## config.mk

```make
export PLATFORM = sky130hd
export DESIGN_NAME = clamped_pid_controller
export DESIGN_NICKNAME = d
export VERILOG_FILES = /design/src/sv/cpc_pkg.sv /design/src/sv/clamped_pid_controller.sv /design/src/sv/cpc_front.sv /design/src/sv/cpc_mult.sv /design/src/sv/cpc_clamp.sv
export VERILOG_INCLUDE_DIRS = /design/src /design/src/sv
export SDC_FILE = /design/constraint.sdc
export NUM_CORES = 2
export LEC_CHECK = 0
export BUFFER_PORTS_ARGS = -buffer_cell sky130_fd_sc_hd__buf_4
export CAP_MARGIN = 20
export CORE_UTILIZATION = 60
export CTS_CLUSTER_SIZE = 30
export DETAILED_ROUTE_END_ITERATION = 12
export HOLD_SLACK_MARGIN = 0.1
export PLACE_DENSITY = 0.79
export SLEW_MARGIN = 10
export SYNTH_ARGS = -nofsm -noshare
export SYNTH_HDL_FRONTEND = slang
export SYNTH_SLANG_ARGS = --single-unit
export TNS_END_PERCENT = 100
```

## constraint.sdc

```tcl
create_clock -name i_clk -period 6.85 [get_ports i_clk]
set_clock_uncertainty 0.05 [all_clocks]
set_input_delay 0.685 -clock i_clk [delete_from_list [all_inputs] [get_ports i_clk]]
set_output_delay 0.685 -clock i_clk [all_outputs]
set_load 0.03 [all_outputs]
```

## src/sv/clamped_pid_controller_macros.svh

```systemverilog
// ----------------------------------------------------------------------------
// Clamped PID controller assertion macros
// Shared property wrappers, clocked on i_clk and muted during reset.
// ----------------------------------------------------------------------------
`ifndef CLAMPED_PID_CONTROLLER_MACROS_SVH
`define CLAMPED_PID_CONTROLLER_MACROS_SVH

// Same-cycle implication.
`define CPC_ASSERT_NOW(label, ante, cons, msg) \
    label: assert property (@(posedge i_clk) disable iff (!i_rst_n) \
        (ante) |-> (cons)) else $error(msg);

// Next-cycle implication.
`define CPC_ASSERT_NEXT(label, ante, cons, msg) \
    label: assert property (@(posedge i_clk) disable iff (!i_rst_n) \
        (ante) |=> (cons)) else $error(msg);

`endif

```

## src/sv/cpc_pkg.sv

```systemverilog
// ----------------------------------------------------------------------------
// Clamped PID controller package
// Widths, register indexes, stage payload types and the term clamp.
// ----------------------------------------------------------------------------
package cpc_pkg;

    localparam int FRAC_BITS  = 8;
    localparam int SUM_WIDTH  = 32;
    localparam int DATA_W     = 16;
    localparam int GAIN_W     = 16;
    localparam int DRIVE_W    = 15;
    localparam int CFG_IDX_W  = 2;

    localparam int FULL_SCALE = 100 << FRAC_BITS;
    localparam int FS_W       = $clog2(FULL_SCALE + 1);
    localparam int DIFF_W     = DATA_W + 1;
    localparam int P_W        = GAIN_W + DATA_W;
    localparam int I_W        = GAIN_W + SUM_WIDTH;
    localparam int D_W        = GAIN_W + DIFF_W;
    localparam int PROD_W     = I_W;
    localparam int SHIFT_W    = PROD_W - FRAC_BITS;
    localparam int TOT_W      = FS_W + 2;

    localparam logic [FS_W-1:0] FS_VAL = FS_W'(FULL_SCALE);

    typedef enum logic [CFG_IDX_W-1:0] {
        CFG_P_GAIN = 2'd0,
        CFG_I_GAIN = 2'd1,
        CFG_D_GAIN = 2'd2
    } t_cfg_idx;

    typedef struct packed {
        logic signed [GAIN_W-1:0] p;
        logic signed [GAIN_W-1:0] i;
        logic signed [GAIN_W-1:0] d;
    } t_gains;

    typedef struct packed {
        logic                        bad;
        logic signed [DATA_W-1:0]    err;
        logic signed [SUM_WIDTH-1:0] sum;
        logic signed [DIFF_W-1:0]    diff;
    } t_front;

    typedef struct packed {
        logic                 bad;
        logic signed [P_W-1:0] p;
        logic signed [I_W-1:0] i;
        logic signed [D_W-1:0] d;
    } t_prod;

    // Floor shift by FRAC_BITS, clamp to 0..full scale.
    function automatic logic [FS_W-1:0] term(input logic signed [PROD_W-1:0] prod);
        logic [SHIFT_W-1:0] t;
        t = prod[PROD_W-1:FRAC_BITS];
        if (prod[PROD_W-1] || (prod == '0)) begin
            term = '0;
        end else if (t > SHIFT_W'(FULL_SCALE)) begin
            term = FS_VAL;
        end else begin
            term = t[FS_W-1:0];
        end
    endfunction

endpackage

```

## src/sv/clamped_pid_controller.sv

```systemverilog
// ----------------------------------------------------------------------------
// Clamped PID controller
// Input beat: setpoint and measured value, percent with 8 fraction bits.
// Output beat: drive clamped to 0..100 % and a range error flag.
// Both channels are valid/ready; gains are written on the cfg port
// (index 0 p_gain, 1 i_gain, 2 d_gain); the user must write them only
// while no beat is in flight; the block does not enforce this. Pipeline:
// input register, error/integral stage, multiply stage, result register.
// One beat is taken every cycle unless the receiver stalls. The integral
// update is a single saturating add, so consecutive beats need no spacing.
// A beat with either value outside 0..100 % gives drive 0, flag 1 and
// leaves the integral and previous error untouched.
// Reset clears gains, integral, previous error and all valid flags.
// When the receiver stalls, the result register holds its beat and the
// stages behind it keep filling; o_ready drops only once every stage is full.
// ----------------------------------------------------------------------------
module clamped_pid_controller import cpc_pkg::*; (
    input  logic                     i_clk,
    input  logic                     i_rst_n,
    input  logic                     i_valid,
    output logic                     o_ready,
    input  logic signed [DATA_W-1:0] i_setpoint,
    input  logic signed [DATA_W-1:0] i_measured,
    output logic                     o_valid,
    input  logic                     i_ready,
    output logic [DRIVE_W-1:0]       o_drive,
    output logic                     o_range_error,
    input  logic                     i_cfg_we,
    input  logic [CFG_IDX_W-1:0]     i_cfg_index,
    input  logic [GAIN_W-1:0]        i_cfg_data
);

    t_gains r_gains;
    logic   a_valid;
    logic   a_ready;
    t_front a_data;
    logic   b_valid;
    logic   b_ready;
    t_prod  b_data;

    always_ff @(posedge i_clk) begin
        if (!i_rst_n) begin
            r_gains <= '0;
        end else if (i_cfg_we) begin
            unique case (i_cfg_index)
                CFG_P_GAIN: r_gains.p <= $signed(i_cfg_data);
                CFG_I_GAIN: r_gains.i <= $signed(i_cfg_data);
                CFG_D_GAIN: r_gains.d <= $signed(i_cfg_data);
                default:    r_gains   <= r_gains;
            endcase
        end
    end

    cpc_front u_front (
        .i_clk      (i_clk),
        .i_rst_n    (i_rst_n),
        .i_valid    (i_valid),
        .o_ready    (o_ready),
        .i_setpoint (i_setpoint),
        .i_measured (i_measured),
        .o_a_valid  (a_valid),
        .o_a        (a_data),
        .i_a_ready  (a_ready)
    );

    cpc_mult u_mult (
        .i_clk     (i_clk),
        .i_rst_n   (i_rst_n),
        .i_gains   (r_gains),
        .i_a_valid (a_valid),
        .o_a_ready (a_ready),
        .i_a       (a_data),
        .o_b_valid (b_valid),
        .o_b       (b_data),
        .i_b_ready (b_ready)
    );

    cpc_clamp u_clamp (
        .i_clk         (i_clk),
        .i_rst_n       (i_rst_n),
        .i_b_valid     (b_valid),
        .o_b_ready     (b_ready),
        .i_b           (b_data),
        .o_valid       (o_valid),
        .i_ready       (i_ready),
        .o_drive       (o_drive),
        .o_range_error (o_range_error)
    );

endmodule

```

## src/sv/cpc_front.sv

```systemverilog
// ----------------------------------------------------------------------------
// Clamped PID controller front stage
// Input register, range check, error, saturating integral and difference.
// ----------------------------------------------------------------------------
`include "clamped_pid_controller_macros.svh"

module cpc_front import cpc_pkg::*; (
    input  logic                     i_clk,
    input  logic                     i_rst_n,
    input  logic                     i_valid,
    output logic                     o_ready,
    input  logic signed [DATA_W-1:0] i_setpoint,
    input  logic signed [DATA_W-1:0] i_measured,
    output logic                     o_a_valid,
    output t_front                   o_a,
    input  logic                     i_a_ready
);

    localparam int                   EXT_W   = SUM_WIDTH + 1;
    localparam logic [31:0]          FS_32   = 32'(FULL_SCALE);
    localparam logic [SUM_WIDTH-1:0] SUM_MAX = {1'b0, {(SUM_WIDTH-1){1'b1}}};
    localparam logic [SUM_WIDTH-1:0] SUM_MIN = {1'b1, {(SUM_WIDTH-1){1'b0}}};

    logic                        r_in_valid;
    logic signed [DATA_W-1:0]    r_sp;
    logic signed [DATA_W-1:0]    r_mv;
    logic                        r_a_valid;
    t_front                      r_a;
    logic signed [SUM_WIDTH-1:0] r_sum;
    logic signed [DATA_W-1:0]    r_last;

    logic                        a_load;
    logic                        a_take;
    t_front                      n_a;
    logic signed [EXT_W-1:0]     sum_ext;
    logic signed [SUM_WIDTH-1:0] n_sum;

    assign a_load  = !r_a_valid || i_a_ready;
    assign a_take  = a_load && r_in_valid;
    assign o_ready = !r_in_valid || a_load;

    always_comb begin
        n_a.bad = r_sp[DATA_W-1] || r_mv[DATA_W-1]
               || (32'(r_sp[DATA_W-2:0]) > FS_32)
               || (32'(r_mv[DATA_W-2:0]) > FS_32);
        n_a.err = r_sp - r_mv;
        sum_ext = {r_sum[SUM_WIDTH-1], r_sum} + EXT_W'(n_a.err);
        if (sum_ext[EXT_W-1] != sum_ext[EXT_W-2]) begin
            n_sum = sum_ext[EXT_W-1] ? SUM_MIN : SUM_MAX;
        end else begin
            n_sum = sum_ext[SUM_WIDTH-1:0];
        end
        n_a.sum  = n_sum;
        n_a.diff = DIFF_W'(n_a.err) - DIFF_W'(r_last);
    end

    always_ff @(posedge i_clk) begin
        if (!i_rst_n) begin
            r_in_valid <= 1'b0;
            r_a_valid  <= 1'b0;
            r_sum      <= '0;
            r_last     <= '0;
        end else begin
            if (o_ready) begin
                r_in_valid <= i_valid;
            end
            if (a_load) begin
                r_a_valid <= r_in_valid;
            end
            if (a_take && !n_a.bad) begin
                r_sum  <= n_sum;
                r_last <= n_a.err;
            end
        end
    end

    always_ff @(posedge i_clk) begin
        if (o_ready) begin
            r_sp <= i_setpoint;
            r_mv <= i_measured;
        end
        if (a_load) begin
            r_a <= n_a;
        end
    end

    assign o_a_valid = r_a_valid;
    assign o_a       = r_a;

    `CPC_ASSERT_NEXT(a_bad_holds_state, a_take && n_a.bad,
        $stable(r_sum) && $stable(r_last), "integral state moved on an out-of-range beat")
    `CPC_ASSERT_NEXT(a_idle_holds_state, !a_take,
        $stable(r_sum) && $stable(r_last), "integral state moved without a beat")
    `CPC_ASSERT_NEXT(a_sum_forwarded, a_take && !n_a.bad,
        r_a_valid && (r_a.sum == r_sum), "stage sum differs from integral state")

endmodule

```

## src/sv/cpc_mult.sv

```systemverilog
// ----------------------------------------------------------------------------
// Clamped PID controller multiply stage
// Registered products of the three gains with error, integral and difference.
// ----------------------------------------------------------------------------
module cpc_mult import cpc_pkg::*; (
    input  logic   i_clk,
    input  logic   i_rst_n,
    input  t_gains i_gains,
    input  logic   i_a_valid,
    output logic   o_a_ready,
    input  t_front i_a,
    output logic   o_b_valid,
    output t_prod  o_b,
    input  logic   i_b_ready
);

    logic  r_b_valid;
    t_prod r_b;
    logic  b_load;
    t_prod n_b;

    assign b_load    = !r_b_valid || i_b_ready;
    assign o_a_ready = b_load;

    always_comb begin
        n_b.bad = i_a.bad;
        n_b.p   = P_W'(i_gains.p) * P_W'(i_a.err);
        n_b.i   = I_W'(i_gains.i) * I_W'(i_a.sum);
        n_b.d   = D_W'(i_gains.d) * D_W'(i_a.diff);
    end

    always_ff @(posedge i_clk) begin
        if (!i_rst_n) begin
            r_b_valid <= 1'b0;
        end else if (b_load) begin
            r_b_valid <= i_a_valid;
        end
    end

    always_ff @(posedge i_clk) begin
        if (b_load) begin
            r_b <= n_b;
        end
    end

    assign o_b_valid = r_b_valid;
    assign o_b       = r_b;

endmodule

```

## src/sv/cpc_clamp.sv

```systemverilog
// ----------------------------------------------------------------------------
// Clamped PID controller output stage
// Term clamps, clamped sum and the result register.
// ----------------------------------------------------------------------------
`include "clamped_pid_controller_macros.svh"

module cpc_clamp import cpc_pkg::*; (
    input  logic               i_clk,
    input  logic               i_rst_n,
    input  logic               i_b_valid,
    output logic               o_b_ready,
    input  t_prod              i_b,
    output logic               o_valid,
    input  logic               i_ready,
    output logic [DRIVE_W-1:0] o_drive,
    output logic               o_range_error
);

    logic               r_out_valid;
    logic [DRIVE_W-1:0] r_drive;
    logic               r_range_error;

    logic               out_load;
    logic [FS_W-1:0]    tp;
    logic [FS_W-1:0]    ti;
    logic [FS_W-1:0]    td;
    logic [TOT_W-1:0]   total;
    logic [DRIVE_W-1:0] n_drive;

    assign out_load  = !r_out_valid || i_ready;
    assign o_b_ready = out_load;

    always_comb begin
        tp    = term(PROD_W'(i_b.p));
        ti    = term(PROD_W'(i_b.i));
        td    = term(PROD_W'(i_b.d));
        total = TOT_W'(tp) + TOT_W'(ti) + TOT_W'(td);
        if (i_b.bad) begin
            n_drive = '0;
        end else if (total > TOT_W'(FS_VAL)) begin
            n_drive = DRIVE_W'(FS_VAL);
        end else begin
            n_drive = DRIVE_W'(total);
        end
    end

    always_ff @(posedge i_clk) begin
        if (!i_rst_n) begin
            r_out_valid <= 1'b0;
        end else if (out_load) begin
            r_out_valid <= i_b_valid;
        end
    end

    always_ff @(posedge i_clk) begin
        if (out_load) begin
            r_drive       <= n_drive;
            r_range_error <= i_b.bad;
        end
    end

    assign o_valid       = r_out_valid;
    assign o_drive       = r_drive;
    assign o_range_error = r_range_error;

    `CPC_ASSERT_NOW(out_bad_zero, r_out_valid && r_range_error,
        r_drive == '0, "range error beat with nonzero drive")

endmodule
```

# Yosys cells after proc, flatten, opt, wreduce, memory -nomap -nowiden
# Cells that the tools add are included.
# Widths: inputs -> output; s select.
totals:
  reg_bits: 328
  latchBits: 0
  ramBits: 0
  romBits: 0
  in_bits: 55
  word_cells: 73
  memories: 0
classes:
  add_sub_neg: 5
  multipliers: 3
  div_mod_pow: 0
  magnitude_cmp: 6
  n_eq_ne: 3
  n_shift: 0
  mux: 9
  bitwise_logic: 0
  n_reduce_logical: 25
op_table:
  columns: ["operator", "count"]
  rows:
  - ["$logic_not 48->1", 3]
  - ["$gt 40x15->1 const B", 3]
  - ["$mux 15", 7]
  - ["$mux 32", 2]
  - ["$mul 16x32->48", 1]
  - ["$add 32x16->33", 1]
  - ["$mul 16x17->33", 1]
  - ["$mul 16x16->32", 1]
  - ["$gt 15x15->1 const B", 2]
  - ["$add 17x15->17", 1]
  - ["$gt 17x15->1 const B", 1]
  - ["$sub 16x16->17", 1]
  - ["$add 15x15->16", 1]
  - ["$sub 16x16->16", 1]
  - ["$logic_or 1x1->1", 10]
  - ["$reduce_and 2->1", 3]
  - ["$logic_not 1->1", 5]
  - ["$eq 2x1->1 const B", 1]
  - ["$eq 2x2->1 const B", 1]
  - ["$logic_and 1x1->1", 2]
  - ["$logic_not 2->1", 1]
  - ["$reduce_or 2->1", 1]
  - ["$ne 1x1->1", 1]

# Logic depth before layout (Yosys ltp)
logic_depth:
  word_depth: 7
  mapped_depth: 30
  depth_no_buf: 29

# Modules after synthesis
# From an unflattened synthesis, not the netlist that was laid out.
unflattened:
  hier_cells: 5719
  area_unflattened_um2: 54169.5
modules_own_cells:
  columns: ["module", "instances", "cells_each", "area_each_um2"]
  rows:
  - ["cpc_mult", 1, 4406, 41383.4]
  - ["cpc_front", 1, 814, 8348.0]
  - ["cpc_clamp", 1, 323, 2603.7]
  - ["clamped_pid_controller", 1, 176, 1834.3]

# Worst setup path after synthesis
# Ideal clock, no wire load.
synth_path:
  path_kind: "register to register"
  start: "register u_front.r_a, in the netlist u_front.o_a[30]"
  end: "register u_mult.r_b, in the netlist u_mult.o_b[73] (data pin)"
  arrival_time_ns: 6.270
  t_required_ns: 6.541
  path_slack_ns: 0.271
  stages_incl_launch_ff: 23
  n_path_buf: 1
  synth_period_minus_slack_ns: 6.579
  cell_sequence: "edfxtp_1 > clkbuf_1 > nand2_1 > fa_1 > inv_1 > fa_1 > inv_1 > fa_1 > inv_1 > fa_1 > inv_1 > fa_1 > inv_1 > fa_1 > ha_1 > a211oi_1 > or4b_2 > o21ai_0 > o31a_2 > o211ai_1 > a21boi_0 > o21ai_0 > xnor2_1"
synth_rtl:
  columns: ["item", "line_no", "source"]
  rows:
  - ["start: declaration", "cpc_front.sv:28", "t_front r_a;"]
  - ["start signal: assignment", "cpc_front.sv:83", "r_a <= n_a;"]
  - ["end signal: assignment", "cpc_mult.sv:42", "r_b <= n_b;"]
  - ["end: declaration", "cpc_mult.sv:18", "t_prod r_b;"]

==> run summary <==
status -> completed
num ports -> 73
dominant cells by area after synthesis -> fa_1 39%, edfxtp_1 13%, ha_1 8.8%
post-synthesis simple-gate area fraction -> 15.0%
FF+latch count, synth -> 328
RSZ-0062 raised after global routing -> true
Worst slew margin -> 30.1%
HPWL Detailed -> 109,000 µm
Final Util -> 66.3%
Post-synth EDFFs -> 228
Mapped Area -> 53,300 µm²
Slew @ Worst Pin -> 1.05 ns
Startpoint Class -> flop
CP Max Fanout -> 6
Placeable Area -> 87,400 µm²
largest net degree at the start of global routing -> 71
Max Buffers Root-to-Sink -> 3
Skew-Pair Late Insertion Delay -> 0.61 ns
type of the most critical hold path -> input pin to flop
Pleak -> 25.5 nW
first drt pass iteration count -> 6
Fin. Hold Viols -> 0
cells after synthesis -> 5,621
Routed Antenna Nets -> 0
Final min period -> 6.69 ns
VDD IR-drop max -> 0.234 mV
Most used DFF post-synth -> edfxtp_1
worst path cell trace -> buf_4, buf_4, and2_1, fa_1, inv_1, fa_1, fa_1, fa_1, fa_1, inv_1, fa_1, ha_1, a21o_1, a21o_1, a21o_1, a2111oi_2, or3_1, a2bb2oi_2, a31oi_2, nor4_2, a311oi_2
Power, Total -> 12.1 mW
Worst R2R Path Depth -> 21
fill count -> 6,738
Slew Limit Fails -> 0
Compound-Gate Fraction of Synth Area -> 7.88%
largest family of logic cells by synthesized area -> adder cells
chip width -> 300 µm
total global routing overflow -> 0
Worst-path clk slew -> 0.06 ns
Routed WL -> 133,000 µm
flop-to-flop setup slack -> 0.16 ns
first-pass GRT wire length -> 219,000 µm
Total GRT Usage -> 31.0%
Vias/cell -> 5.74
DR iter-0 viols -> 3,180
slowest stage cell, crit path -> fa_1
Die Ht -> 300 µm
Ys Warns -> 0
CP Data Arrival Time -> 6.94 ns
largest area contributor in the netlist -> fa_1
Crit path top cell by count -> fa_1
nets@finish -> 7,222
slowest cell delay on critical path -> 0.57 ns
vias -> 39,920
Min-Delay Path Depth -> 1
die area -> 90,000 µm²
xor/xnor cell area share of the yosys netlist -> 3.17%
Synth async-reset ratio -> 0%
setup TNS -> 0 ns
H-tree levels -> 2
CP Data Required Time -> 7.10 ns
clock root cell -> clkbuf_16
CP Capture Type -> flop
fmax -> 149 MHz
Num CTS Buffers -> 41
number of global-route vias before repair -> 42,236
Area Growth Syn to Fin -> 8.77%
fin crit share -> 97.7%
Synth cell types -> 78
row cnt -> 108
clk sinks -> 328
Avg Cell Area, Syn -> 9.48 µm²
power per cell area -> 209 nW/µm²
post-synthesis adder-cell area fraction -> 47.4%
Port-buffer cells -> 72
TritonCTS clock tree -> built
area share of the largest cell type after synthesis -> 38.7%
Initial Util -> 61.0%
share of layout cells above drive strength 1 -> 7.71%
endpoints failing setup -> 0
WS Path Type -> flop to flop
syn_nets -> 7,079
gpl congestion -> 0.944
max_cap viols -> 0
post-synthesis mux area share -> 0.357%
Hold Path Sink -> u_front.r_mv[0]
Seq/Total Area, Yosys -> 16.6%
HP Start -> i_measured[0]
worst flop-to-flop path startpoint -> u_front.o_a[9]
Hold Buf Count CTS -> 0
antenna violations before repair -> 5
DRC Markers -> 0
Routed WL per cell -> 19.1 µm
worst reg2reg endpoint -> u_mult.o_b[32]
-- synthesized netlist by cell type, types with 61 or more instances --
cell and instances:
a21o_1 64, a21oi_1 197, and2_1 402, clkbuf_1 197, dfxtp_1 100, edfxtp_1 228, fa_1 1029, ha_1 374
inv_1 1137, nand2_1 842, nand2b_1 80, nor2_1 159, o21ai_0 119, xnor2_1 132, xor2_1 61
-- layer usage --
layer  GRT usage, %  vias up  routed length [µm]  part of all wire (%)
li1               -    17725                   -                     -
met1           41.5    20171               53400                    40
met2           51.3     1688               63200                    47
met3           5.49      330               12000                   9.0
met4           10.0        6                4520                   3.4
met5              0        -                  60                 0.045
-- repair_timing --
action / CTS / global route
pin swaps: 0 / 5
endpoints found under the setup margin: 1 / 37
gates resized for setup: 0 / 53
buffers inserted: 2 / 38
hold endpoints to repair: 0 / 0
-- where the power goes --
part,total [mW],internal (mW),switching [mW]
combinational,6.62,2.68,3.95
sequential,3.25,2.72,0.521
clock,2.27,1.32,0.959
-- worst max-delay path: cells and delay by family, from the launching register on --
family	cells	cell delay (ns)
buf+inv	4	0.47
fa+ha+maj	7	3.19
flops	1	0.53
simple gates	3	0.71
compound gates	7	1.43
-- registers in the layout, summed over array words and instances (netlist names) --
name / cells
u_mult.o_b: 114
u_front.o_a: 66
r_gains: 48
u_front.r_sum: 32
u_front.r_last: 16
u_front.r_mv: 16
u_front.r_sp: 16
u_clamp.o_drive: 15
u_clamp.o_range_error: 1
u_clamp.o_valid: 1
u_front.o_a_valid: 1
u_front.r_in_valid: 1
u_mult.o_b_valid: 1
-- through the flow --
step / std cells / cell area, µm² / setup WS (ns) / hold WS, ns
6_report: 6955 / 58000 / 0.159 / 0.200
3_5_place_dp: 6836 / 56000 / -0.0181 / 0.398
4_1_cts: 6914 / 57400 / 0.0214 / 0.177
5_1_grt: 6952 / 58000 / -0.0310 / 0.191
2_1_floorplan: 5621 / 53300 / 0.271 / 0.350
3_3_place_gp: 6836 / 56000 / 0.117 / 0.394
-- cells by family after synthesis --
group | after synthesis
flops | 328
buf+inv | 1352
xor+xnor | 193
simple gates | 1682
fa+ha+maj | 1403
mux | 19
compound gates | 644
-- how the worst max path moves through the flow --
stage,startpoint,endpoint,slack (ns),depth (start not counted)
2_1_floorplan,u_front.o_a[30],u_mult.o_b[73],0.27,22
3_3_place_gp,u_front.o_a[51],u_mult.o_b[112],0.12,24
3_5_place_dp,u_front.o_a[51],u_mult.o_b[112],-0.02,24
4_1_cts,u_front.o_a[50],u_mult.o_b[111],0.02,21
5_1_grt,r_gains[27],u_mult.o_b[77],-0.03,24
6_report,u_front.o_a[9],u_mult.o_b[32],0.16,21
-- placed cells by master, fill, tap and decap left out, types with 89 or more instances in the layout --
| master | synthesis | layout |
|---|---|---|
| and2_1 | 402 | 401 |
| nor2_1 | 159 | 158 |
| fa_1 | 1029 | 1028 |
| inv_1 | 1137 | 1136 |
| a21oi_1 | 197 | 195 |
| buf_4 | 0 | 303 |
| xnor2_1 | 132 | 132 |
| ha_1 | 374 | 374 |
| edfxtp_1 | 228 | 228 |
| nand2_1 | 842 | 841 |
| dfxtp_1 | 100 | 89 |
| o21ai_0 | 119 | 116 |
-- area by class of cell --
class / instances / area [µm²] / area share (%)
tap: 1155 / 1450 / 2.49
sequential: 328 / 8860 / 15.3
antenna: 3 / 7.51 / 0.0130
multi-input combinational: 3941 / 39500 / 68.2
inverter: 1138 / 4270 / 7.37
clock buffer: 50 / 1130 / 1.96
clock inverter: 26 / 287 / 0.494
timing repair buffer: 314 / 2440 / 4.20
No activity file was read; power rests on OpenSTA's default activity.
